--- src/hw/rtl/trjc_pkg.sv ---
`timescale 1ns / 1ps

package trjc_pkg;

    localparam int CoordW = 15;
    localparam int CoordBitsDefault = 15;
    localparam int PerimW = 16;
    localparam int DiaW = 16;
    localparam int CompW = 32;
    localparam int ThreshW = 16;
    localparam logic [ThreshW-1:0] ThreshReset = 16'd15;
    localparam int QueueDepth = 2;
    localparam int DivSteps = CompW;
    localparam int CntW = $clog2(DivSteps);
    localparam int MulW = 16;

    typedef struct packed {
        logic [CoordW-1:0] x_coord;
        logic [CoordW-1:0] y_coord;
        logic              last_point;
    } t_point;

    typedef struct packed {
        logic [CompW-1:0]  compactness;
        logic [PerimW-1:0] perimeter_sum;
        logic [DiaW-1:0]   max_diameter;
    } t_result;

    typedef enum logic {
        JOB_SINGLE,
        JOB_POINT
    } t_job_kind;

    typedef struct packed {
        t_job_kind         kind;
        logic              last;
        logic [CoordW-1:0] seg_dx;
        logic [CoordW-1:0] seg_dy;
        logic [CoordW-1:0] dia_dx;
        logic [CoordW-1:0] dia_dy;
    } t_job;

    typedef struct packed {
        logic full;
        logic empty;
    } t_q_status;

    typedef enum logic [2:0] {
        BK_IDLE,
        BK_SQ_X,
        BK_SQ_Y,
        BK_ROOT,
        BK_UPDATE,
        BK_PSQ,
        BK_DIV,
        BK_OUT
    } t_back_state;

endpackage

--- src/hw/rtl/trjc_queue.sv ---
`timescale 1ns / 1ps

module trjc_queue import trjc_pkg::*; (
    input  logic      i_clk,
    input  logic      i_rst_n,
    input  logic      i_push,
    input  t_job      i_push_job,
    input  logic      i_pop,
    output t_job      o_head,
    output t_q_status o_status
);

    localparam int PtrW = (QueueDepth > 1) ? $clog2(QueueDepth) : 1;
    localparam int CountW = $clog2(QueueDepth + 1);

    t_job              r_mem [QueueDepth];
    logic [PtrW-1:0]   r_wr_ptr;
    logic [PtrW-1:0]   r_rd_ptr;
    logic [CountW-1:0] r_count;

    function automatic logic [PtrW-1:0] ptr_next(input logic [PtrW-1:0] p);
        ptr_next = (p == PtrW'(QueueDepth - 1)) ? '0 : p + 1'b1;
    endfunction

    assign o_head         = r_mem[r_rd_ptr];
    assign o_status.full  = (r_count == CountW'(QueueDepth));
    assign o_status.empty = (r_count == '0);

    always_ff @(posedge i_clk) begin
        if (!i_rst_n) begin
            r_wr_ptr <= '0;
            r_rd_ptr <= '0;
            r_count  <= '0;
        end else begin
            if (i_push) begin
                r_wr_ptr <= ptr_next(r_wr_ptr);
            end
            if (i_pop) begin
                r_rd_ptr <= ptr_next(r_rd_ptr);
            end
            if (i_push && !i_pop) begin
                r_count <= r_count + 1'b1;
            end else if (i_pop && !i_push) begin
                r_count <= r_count - 1'b1;
            end
        end
    end

    always_ff @(posedge i_clk) begin
        if (i_push) begin
            r_mem[r_wr_ptr] <= i_push_job;
        end
    end

endmodule

--- src/hw/rtl/trjc_front.sv ---
`timescale 1ns / 1ps

module trjc_front import trjc_pkg::*; #(
    parameter int COORD_BITS = CoordBitsDefault
) (
    input  logic      i_clk,
    input  logic      i_rst_n,
    input  logic      i_in_valid,
    input  t_point    i_in_data,
    input  t_q_status i_q_status,
    output logic      o_in_stall,
    output logic      o_push,
    output t_job      o_push_job
);

    localparam logic [CoordW-1:0] CoordMask = CoordW'((1 << COORD_BITS) - 1);

    logic [CoordW-1:0] r_start_x;
    logic [CoordW-1:0] r_start_y;
    logic [CoordW-1:0] r_prior_x;
    logic [CoordW-1:0] r_prior_y;
    logic              r_have_point;

    logic              w_accept;
    logic [CoordW-1:0] w_x;
    logic [CoordW-1:0] w_y;

    function automatic logic [CoordW-1:0] abs_diff(input logic [CoordW-1:0] a,
                                                   input logic [CoordW-1:0] b);
        abs_diff = (a > b) ? a - b : b - a;
    endfunction

    assign o_in_stall = i_q_status.full;
    assign w_accept   = i_in_valid && !i_q_status.full;
    assign w_x        = i_in_data.x_coord & CoordMask;
    assign w_y        = i_in_data.y_coord & CoordMask;

    // A first point that is also the last one closes a run with a zero result.
    assign o_push = w_accept && (r_have_point || i_in_data.last_point);

    always_comb begin
        o_push_job.kind   = r_have_point ? JOB_POINT : JOB_SINGLE;
        o_push_job.last   = i_in_data.last_point;
        o_push_job.seg_dx = abs_diff(r_prior_x, w_x);
        o_push_job.seg_dy = abs_diff(r_prior_y, w_y);
        o_push_job.dia_dx = abs_diff(r_start_x, w_x);
        o_push_job.dia_dy = abs_diff(r_start_y, w_y);
    end

    always_ff @(posedge i_clk) begin
        if (!i_rst_n) begin
            r_have_point <= 1'b0;
        end else if (w_accept) begin
            r_have_point <= !i_in_data.last_point;
        end
    end

    always_ff @(posedge i_clk) begin
        if (w_accept) begin
            r_prior_x <= w_x;
            r_prior_y <= w_y;
            if (!r_have_point) begin
                r_start_x <= w_x;
                r_start_y <= w_y;
            end
        end
    end

endmodule

--- src/hw/rtl/trjc_back.sv ---
`timescale 1ns / 1ps

module trjc_back import trjc_pkg::*; #(
    parameter int COORD_BITS = CoordBitsDefault
) (
    input  logic               i_clk,
    input  logic               i_rst_n,
    input  logic [ThreshW-1:0] i_threshold,
    input  t_job               i_head,
    input  t_q_status          i_q_status,
    output logic               o_pop,
    output logic               o_out_valid,
    input  logic               i_out_stall,
    output t_result            o_out_data
);

    localparam int RootBits = COORD_BITS + 1;
    localparam int RadBits = 2 * RootBits;
    localparam int RemBits = RootBits + 3;
    localparam int DivW = DiaW + 1;
    localparam int DremW = DivW + 1;

    t_back_state r_state;
    t_back_state n_state;

    t_job                 r_job;
    logic                 r_phase;
    logic [RadBits-1:0]   r_rad;
    logic [RemBits-1:0]   r_rem;
    logic [RootBits-1:0]  r_root;
    logic [CntW-1:0]      r_cnt;
    logic [PerimW-1:0]    r_perim;
    logic [DiaW-1:0]      r_dia;
    logic [CompW-1:0]     r_dvd;
    logic [DremW-1:0]     r_drem;
    logic                 r_out_valid;
    t_result              r_out;

    logic                 w_slot_free;
    logic                 w_load;
    logic [MulW-1:0]      w_mul_a;
    logic [2*MulW-1:0]    w_prod;
    logic [RemBits-1:0]   w_rem_sh;
    logic [RemBits-1:0]   w_trial;
    logic                 w_root_bit;
    logic [DiaW-1:0]      w_root16;
    logic [DivW-1:0]      w_divisor;
    logic [DremW-1:0]     w_drem_sh;
    logic                 w_q_bit;

    assign w_slot_free = !r_out_valid || !i_out_stall;

    always_comb begin
        unique case (r_state)
            BK_SQ_X:  w_mul_a = MulW'(r_phase ? r_job.dia_dx : r_job.seg_dx);
            BK_SQ_Y:  w_mul_a = MulW'(r_phase ? r_job.dia_dy : r_job.seg_dy);
            default:  w_mul_a = MulW'(r_perim);
        endcase
    end

    assign w_prod = w_mul_a * w_mul_a;

    assign w_rem_sh   = {r_rem[RemBits-3:0], r_rad[RadBits-1 -: 2]};
    assign w_trial    = {1'b0, r_root, 2'b01};
    assign w_root_bit = (w_rem_sh >= w_trial);
    assign w_root16   = DiaW'(r_root);

    assign w_divisor = {1'b0, r_dia} + 1'b1;
    assign w_drem_sh = {r_drem[DremW-2:0], r_dvd[CompW-1]};
    assign w_q_bit   = (w_drem_sh >= DremW'(w_divisor));

    always_comb begin
        n_state = r_state;
        unique case (r_state)
            BK_IDLE: begin
                if (!i_q_status.empty) begin
                    n_state = (i_head.kind == JOB_SINGLE) ? BK_OUT : BK_SQ_X;
                end
            end
            BK_SQ_X: n_state = BK_SQ_Y;
            BK_SQ_Y: n_state = BK_ROOT;
            BK_ROOT: begin
                if (r_cnt == CntW'(RootBits - 1)) begin
                    n_state = BK_UPDATE;
                end
            end
            BK_UPDATE: begin
                if (!r_phase) begin
                    n_state = BK_SQ_X;
                end else begin
                    n_state = r_job.last ? BK_PSQ : BK_IDLE;
                end
            end
            BK_PSQ: n_state = BK_DIV;
            BK_DIV: begin
                if (r_cnt == CntW'(DivSteps - 1)) begin
                    n_state = BK_OUT;
                end
            end
            BK_OUT: begin
                if (w_slot_free) begin
                    n_state = BK_IDLE;
                end
            end
            default: n_state = BK_IDLE;
        endcase
    end

    always_comb begin
        o_pop  = (r_state == BK_IDLE) && !i_q_status.empty;
        w_load = (r_state == BK_OUT) && w_slot_free;
    end

    always_ff @(posedge i_clk) begin
        if (!i_rst_n) begin
            r_state     <= BK_IDLE;
            r_out_valid <= 1'b0;
            r_perim     <= '0;
            r_dia       <= '0;
        end else begin
            r_state <= n_state;
            if (w_load) begin
                r_out_valid <= 1'b1;
            end else if (!i_out_stall) begin
                r_out_valid <= 1'b0;
            end
            if (r_state == BK_UPDATE) begin
                if (!r_phase) begin
                    if (w_root16 > i_threshold) begin
                        r_perim <= r_perim + w_root16;
                    end
                end else if (w_root16 > r_dia) begin
                    r_dia <= w_root16;
                end
            end
            if (w_load) begin
                r_perim <= '0;
                r_dia   <= '0;
            end
        end
    end

    always_ff @(posedge i_clk) begin
        unique case (r_state)
            BK_IDLE: begin
                if (o_pop) begin
                    r_job   <= i_head;
                    r_phase <= 1'b0;
                    r_dvd   <= '0;
                end
            end
            BK_SQ_X: r_rad <= RadBits'(w_prod);
            BK_SQ_Y: begin
                r_rad  <= r_rad + RadBits'(w_prod);
                r_rem  <= '0;
                r_root <= '0;
                r_cnt  <= '0;
            end
            BK_ROOT: begin
                r_rad  <= {r_rad[RadBits-3:0], 2'b00};
                r_rem  <= w_root_bit ? w_rem_sh - w_trial : w_rem_sh;
                r_root <= {r_root[RootBits-2:0], w_root_bit};
                r_cnt  <= r_cnt + 1'b1;
            end
            BK_UPDATE: r_phase <= 1'b1;
            BK_PSQ: begin
                r_dvd  <= CompW'(w_prod);
                r_drem <= '0;
                r_cnt  <= '0;
            end
            BK_DIV: begin
                r_dvd  <= {r_dvd[CompW-2:0], w_q_bit};
                r_drem <= w_q_bit ? w_drem_sh - DremW'(w_divisor) : w_drem_sh;
                r_cnt  <= r_cnt + 1'b1;
            end
            BK_OUT: begin
                if (w_load) begin
                    r_out.compactness   <= r_dvd;
                    r_out.perimeter_sum <= r_perim;
                    r_out.max_diameter  <= r_dia;
                end
            end
            default: r_cnt <= r_cnt;
        endcase
    end

    assign o_out_valid = r_out_valid;
    assign o_out_data  = r_out;

endmodule

--- src/hw/rtl/trajectory_compactness.sv ---
`timescale 1ns / 1ps

// Streams 2D trajectory points and, on the point marked last, reports the thresholded
// perimeter, the greatest distance from the first point and perimeter squared over
// (diameter + 1). The front stage accepts a point while the queue is not full and
// queues up to two points; the back stage runs one shared 16-bit multiplier, a
// one-bit-per-cycle square root and a one-bit-per-cycle divider. Each point after the
// first has its segment, then its diameter, squared, rooted and folded in; the last
// point adds the squaring of the perimeter and the 32-step division.
module trajectory_compactness import trjc_pkg::*; #(
    parameter int COORD_BITS = CoordBitsDefault
) (
    input  logic               i_clk,
    input  logic               i_rst_n,
    input  logic               i_cfg_we,
    input  logic [ThreshW-1:0] i_cfg_wdata,
    input  logic               i_in_valid,
    output logic               o_in_stall,
    input  t_point             i_in_data,
    output logic               o_out_valid,
    input  logic               i_out_stall,
    output t_result            o_out_data
);

    logic [ThreshW-1:0] r_threshold;
    logic               w_push;
    t_job               w_push_job;
    logic               w_pop;
    t_job               w_head;
    t_q_status          w_q_status;

    always_ff @(posedge i_clk) begin
        if (!i_rst_n) begin
            r_threshold <= ThreshReset;
        end else if (i_cfg_we) begin
            r_threshold <= i_cfg_wdata;
        end
    end

    trjc_front #(
        .COORD_BITS(COORD_BITS)
    ) u_front (
        .i_clk      (i_clk),
        .i_rst_n    (i_rst_n),
        .i_in_valid (i_in_valid),
        .i_in_data  (i_in_data),
        .i_q_status (w_q_status),
        .o_in_stall (o_in_stall),
        .o_push     (w_push),
        .o_push_job (w_push_job)
    );

    trjc_queue u_queue (
        .i_clk      (i_clk),
        .i_rst_n    (i_rst_n),
        .i_push     (w_push),
        .i_push_job (w_push_job),
        .i_pop      (w_pop),
        .o_head     (w_head),
        .o_status   (w_q_status)
    );

    trjc_back #(
        .COORD_BITS(COORD_BITS)
    ) u_back (
        .i_clk       (i_clk),
        .i_rst_n     (i_rst_n),
        .i_threshold (r_threshold),
        .i_head      (w_head),
        .i_q_status  (w_q_status),
        .o_pop       (w_pop),
        .o_out_valid (o_out_valid),
        .i_out_stall (i_out_stall),
        .o_out_data  (o_out_data)
    );

    a_no_push_when_full: assert property (@(posedge i_clk) disable iff (!i_rst_n)
        w_push |-> !w_q_status.full)
        else $error("Queue written while full.");

    a_no_pop_when_empty: assert property (@(posedge i_clk) disable iff (!i_rst_n)
        w_pop |-> !w_q_status.empty)
        else $error("Queue read while empty.");

    a_zero_diameter: assert property (@(posedge i_clk) disable iff (!i_rst_n)
        (o_out_valid && o_out_data.max_diameter == '0) |->
        (o_out_data.compactness ==
         CompW'(o_out_data.perimeter_sum) * CompW'(o_out_data.perimeter_sum)))
        else $error("Compactness differs from perimeter squared at zero diameter.");

    a_compact_bound: assert property (@(posedge i_clk) disable iff (!i_rst_n)
        o_out_valid |->
        (o_out_data.compactness <=
         CompW'(o_out_data.perimeter_sum) * CompW'(o_out_data.perimeter_sum)))
        else $error("Compactness exceeds perimeter squared.");

endmodule

--- config.mk ---
export PLATFORM = sky130hd
export DESIGN_NAME = trajectory_compactness
export DESIGN_NICKNAME = d
export VERILOG_FILES = /design/src/hw/rtl/trjc_pkg.sv /design/src/hw/rtl/trjc_queue.sv /design/src/hw/rtl/trjc_front.sv /design/src/hw/rtl/trjc_back.sv /design/src/hw/rtl/trajectory_compactness.sv
export SDC_FILE = /design/constraint.sdc
export NUM_CORES = 1
export LEC_CHECK = 0
export BUFFER_PORTS_ARGS = -buffer_cell sky130_fd_sc_hd__buf_2
export CAP_MARGIN = 20
export CORE_AREA = 8 8 253 255
export DETAILED_ROUTE_END_ITERATION = 10
export DIE_AREA = 0 0 261 263
export GPL_TIMING_DRIVEN = 0
export PLACE_DENSITY_LB_ADDON = 0.15
export RECOVER_POWER = 25
export SYNTH_ARGS = -nofsm -noshare
export SYNTH_HDL_FRONTEND = slang
export SYNTH_SLANG_ARGS = --single-unit
--- constraint.sdc ---
create_clock -name i_clk -period 21.2 [get_ports i_clk]
set_clock_uncertainty 0.1 [all_clocks]
set_input_delay 3.18 -clock i_clk [delete_from_list [all_inputs] [get_ports i_clk]]
set_output_delay 3.18 -clock i_clk [all_outputs]
set_load 0.05 [all_outputs]
==> results.toml <==
[placement]
gp_congestion = 0.9464
hpwl_mm = 70.03
port_buffers = 116

[setup_path]
worstPathRequired_ns = 21.53
worstRegToRegCells = 39
critPathLaunchType = "register"
cp_max_fo = 10
r2r-end = "u_back.r_rad[31]$_DFFE_PN_"
cp-startpoint = "u_back.r_state[2]$_SDFFE_PN0P_"
crit_end = "u_back.r_rad[31]$_DFFE_PN_"
critPathTopFamily = "adder cells"
cp.arrival_ns = 11.92
ff2ff_setup_slack_ns = 9.61
critPathMaxStageDelay_ns = 0.67
critPathBufInv = 10
endpoint_kind = "register"
reg2reg_from = "u_back.r_state[2]$_SDFFE_PN0P_"
slowest_stage = "a21oi_1"
crit_cells = 39
critical_path_class = "register to register"

[grt]
grt_max_degree = 63
track_usage_pct = 25.66
grt_pass1_vias = 26880
antenna_found_initial = 1
grt_pass1_wl_mm = 141.9
grt.overflow.total = 0

[synthesis]
yosysWarnings = 0
syn_inst = 3402
synth_top_cell_area_share_pct = 36.15
synthXorXnorAreaFrac_pct = 4.326
synthTopCellsByCount = "429 x edfxtp_1, 413 x inv_1, 333 x ha_1"
yosys.area.top_type = "edfxtp_1"
synth_top_family_by_area = "adder cells"
synthMuxAreaShare_pct = 6.056
synth-simple-area-share_pct = 9.357
syn_area_mm2 = 0.03564
synth_edf_count = 429
synth_compound_area_share_pct = 13.76
synth_nets = 3958
synth-async-reset-ratio_pct = 0
ys_seq_area_share_pct = 39.41
synth.distinct_cells = 74
synth_top_flop_cell = "edfxtp_1"
avgSynthCellArea_um2 = 10.48
post-synth-top-count-cell = "edfxtp_1"
netlist_top_cells_area = "edfxtp_1 36%, ha_1 12%, fa_1 9.6%"
yosys.area_share.adder_pct = 21.30
synth_seq_cells = 487

[timing]
maxSlewViolCount = 66
rsz0062_at_grt = "false"
tightest_slew_ns = 2.002
relSlewSlack_pct = -33.45
post-route-period-util_pct = 54.66
fin_crit_ns = 11.59
setup-tns-final_ns = 0
fmax_ghz = 0.08629
setup_viol = 0
hold_viol_final = 0

[clock_tree]
clk_pin_slew_ns = 0.07
postCtsHoldBufs = 0
clockBufferDepth = 3
clk_latency_ns = 0.61
cts_tree = "built"
cts.sinks = 487
root_buffer = "clkbuf_16"
cts_htree_levels = 2
postCtsResizedCells = 0
post_cts_buffers = 0
numCtsBuffers = 52

[floorplan]
rows = 90
dieHeight_um = 263
core_area_mm2 = 0.05991
io-pin-count = 118
fp.dieArea_mm2 = 0.06864
die_x_um = 261
initial_core_util_pct = 59.49

[job]
maxCapViolCount = 2

[drt]
first_pass_iters = 7
antenna_left = 0
drcViolationCount = 0
viasPerCell = 5.883
postRouteWirelength_mm = 89.56
drt-initial-drc-count = 1541
routed-via-count = 25970
wl_per_cell_um = 20.28

[status]
violations = "max-capacitance violations, max-slew violations"
status = "finished, violations left"

[worst_hold_path]
hold_path_class = "register to register"

[final_layout]
drive_above_1_share_pct = 9.086
syn_to_final_growth_pct = 10.42
final_nets = 4146
per-stage QoR:
| step | setup WS (ns) | std cells | utilization (%) | hold WS (ns) | instance area, um^2 |
|---|---|---|---|---|---|
| 2_1_floorplan | 11.98 | 3402 | - | 0.3174 | 35640 |
| 5_1_grt | 8.874 | 4415 | 65.68 | 0.3654 | 39350 |
| 6_report | 9.612 | 4415 | 65.68 | 0.3415 | 39350 |
| 4_1_cts | 9.616 | 4414 | 65.79 | 0.3387 | 39420 |
| 3_3_place_gp | 9.780 | 4300 | 62.09 | 0.3369 | 37200 |
| 3_5_place_dp | 9.683 | 4318 | 62.67 | 0.3392 | 37540 |
layout by cell type, fill, tap and decap left out, types with 14 or more instances in the layout:
cell | Yosys | layout
xnor2_1 | 118 | 118
nand2b_1 | 25 | 25
o21a_1 | 33 | 33
a21oi_1 | 232 | 230
nor2b_1 | 51 | 51
edfxtp_1 | 429 | 429
mux2i_1 | 138 | 138
o31ai_1 | 14 | 14
nand3_1 | 35 | 35
mux2_2 | 69 | 56
buf_2 | 21 | 131
a211oi_1 | 17 | 17
nor3_1 | 32 | 31
o21bai_1 | 28 | 28
xor2_1 | 58 | 58
o22ai_1 | 14 | 14
fa_1 | 171 | 171
dfxtp_1 | 58 | 58
a22o_1 | 23 | 23
and2_1 | 21 | 20
a21o_1 | 143 | 143
and3_1 | 14 | 14
inv_1 | 413 | 413
ha_1 | 333 | 333
o21ai_0 | 129 | 128
clkbuf_16 | 0 | 54
nand4_1 | 33 | 33
nor2_1 | 263 | 261
o211ai_1 | 18 | 18
clkbuf_1 | 78 | 93
nand2_1 | 209 | 209
a31oi_1 | 32 | 32
per-layer routing:
| layer | global-route usage [%] | up-vias | share of wire (%) |
|---|---|---|---|
| li1 | - | 12300 | - |
| met1 | 32.04 | 12670 | 41 |
| met2 | 45.08 | 810 | 50 |
| met3 | 3.454 | 189 | 5.6 |
| met4 | 9.309 | 0 | 3.4 |
| met5 | 0 | - | 0 |
sequential cells by signal (all words and copies together) (netlist names), 5 cells and up, named ones only:
| register | cells |
|---|---|
| u_back.r_perim | 16 |
| u_back.r_job | 61 |
| u_front.r_start_x | 15 |
| u_back.r_cnt | 5 |
| u_back.o_out_data | 64 |
| u_queue.r_mem | 124 |
| u_back.r_dvd | 32 |
| r_threshold | 16 |
| u_back.r_root | 16 |
| u_back.r_rem | 17 |
| u_front.r_start_y | 15 |
| u_back.r_drem | 17 |
| u_front.r_prior_x | 15 |
| u_back.r_dia | 16 |
| u_back.r_rad | 32 |
| u_front.r_prior_y | 15 |
how the worst min path moves through the flow:
stage | from | to | slack [ns] | depth (start not counted)
global route | u_back.r_dvd[1]$_DFFE_PP_ | u_back.o_out_data[33]$_DFFE_PP_ | 0.37 | 0
finish | u_back.r_dvd[1]$_DFFE_PP_ | u_back.o_out_data[33]$_DFFE_PP_ | 0.34 | 0
detailed placement | u_back.r_dvd[17]$_DFFE_PP_ | u_back.o_out_data[49]$_DFFE_PP_ | 0.34 | 0
floorplan | u_back.r_dvd[0]$_DFFE_PP_ | u_back.o_out_data[32]$_DFFE_PP_ | 0.32 | 0
global placement | u_back.r_dvd[4]$_DFFE_PP_ | u_back.o_out_data[36]$_DFFE_PP_ | 0.34 | 0
CTS | u_back.r_dvd[1]$_DFFE_PP_ | u_back.o_out_data[33]$_DFFE_PP_ | 0.34 | 0
area by class of cell:
type	instances	area (um^2)
Tap cell	782	978.4
Clock buffer	58	1386
Multi-Input combinational cell	2378	19580
Antenna cell	1	2.502
Fill cell	4771	20560
Clock inverter	38	484.2
Timing Repair Buffer	134	812.0
Sequential cell	487	14040
Inverter	417	1565
Buffer	120	500.5
cell families after synthesis:
logic type / Yosys count
buf+inv: 537
xor+xnor: 176
flops: 487
simple gates: 729
compound gates: 762
fa+ha+maj: 504
mux: 207
Power is not shown: default switching activity piles up to over one toggle a cycle in this logic, so the estimate is an artifact.
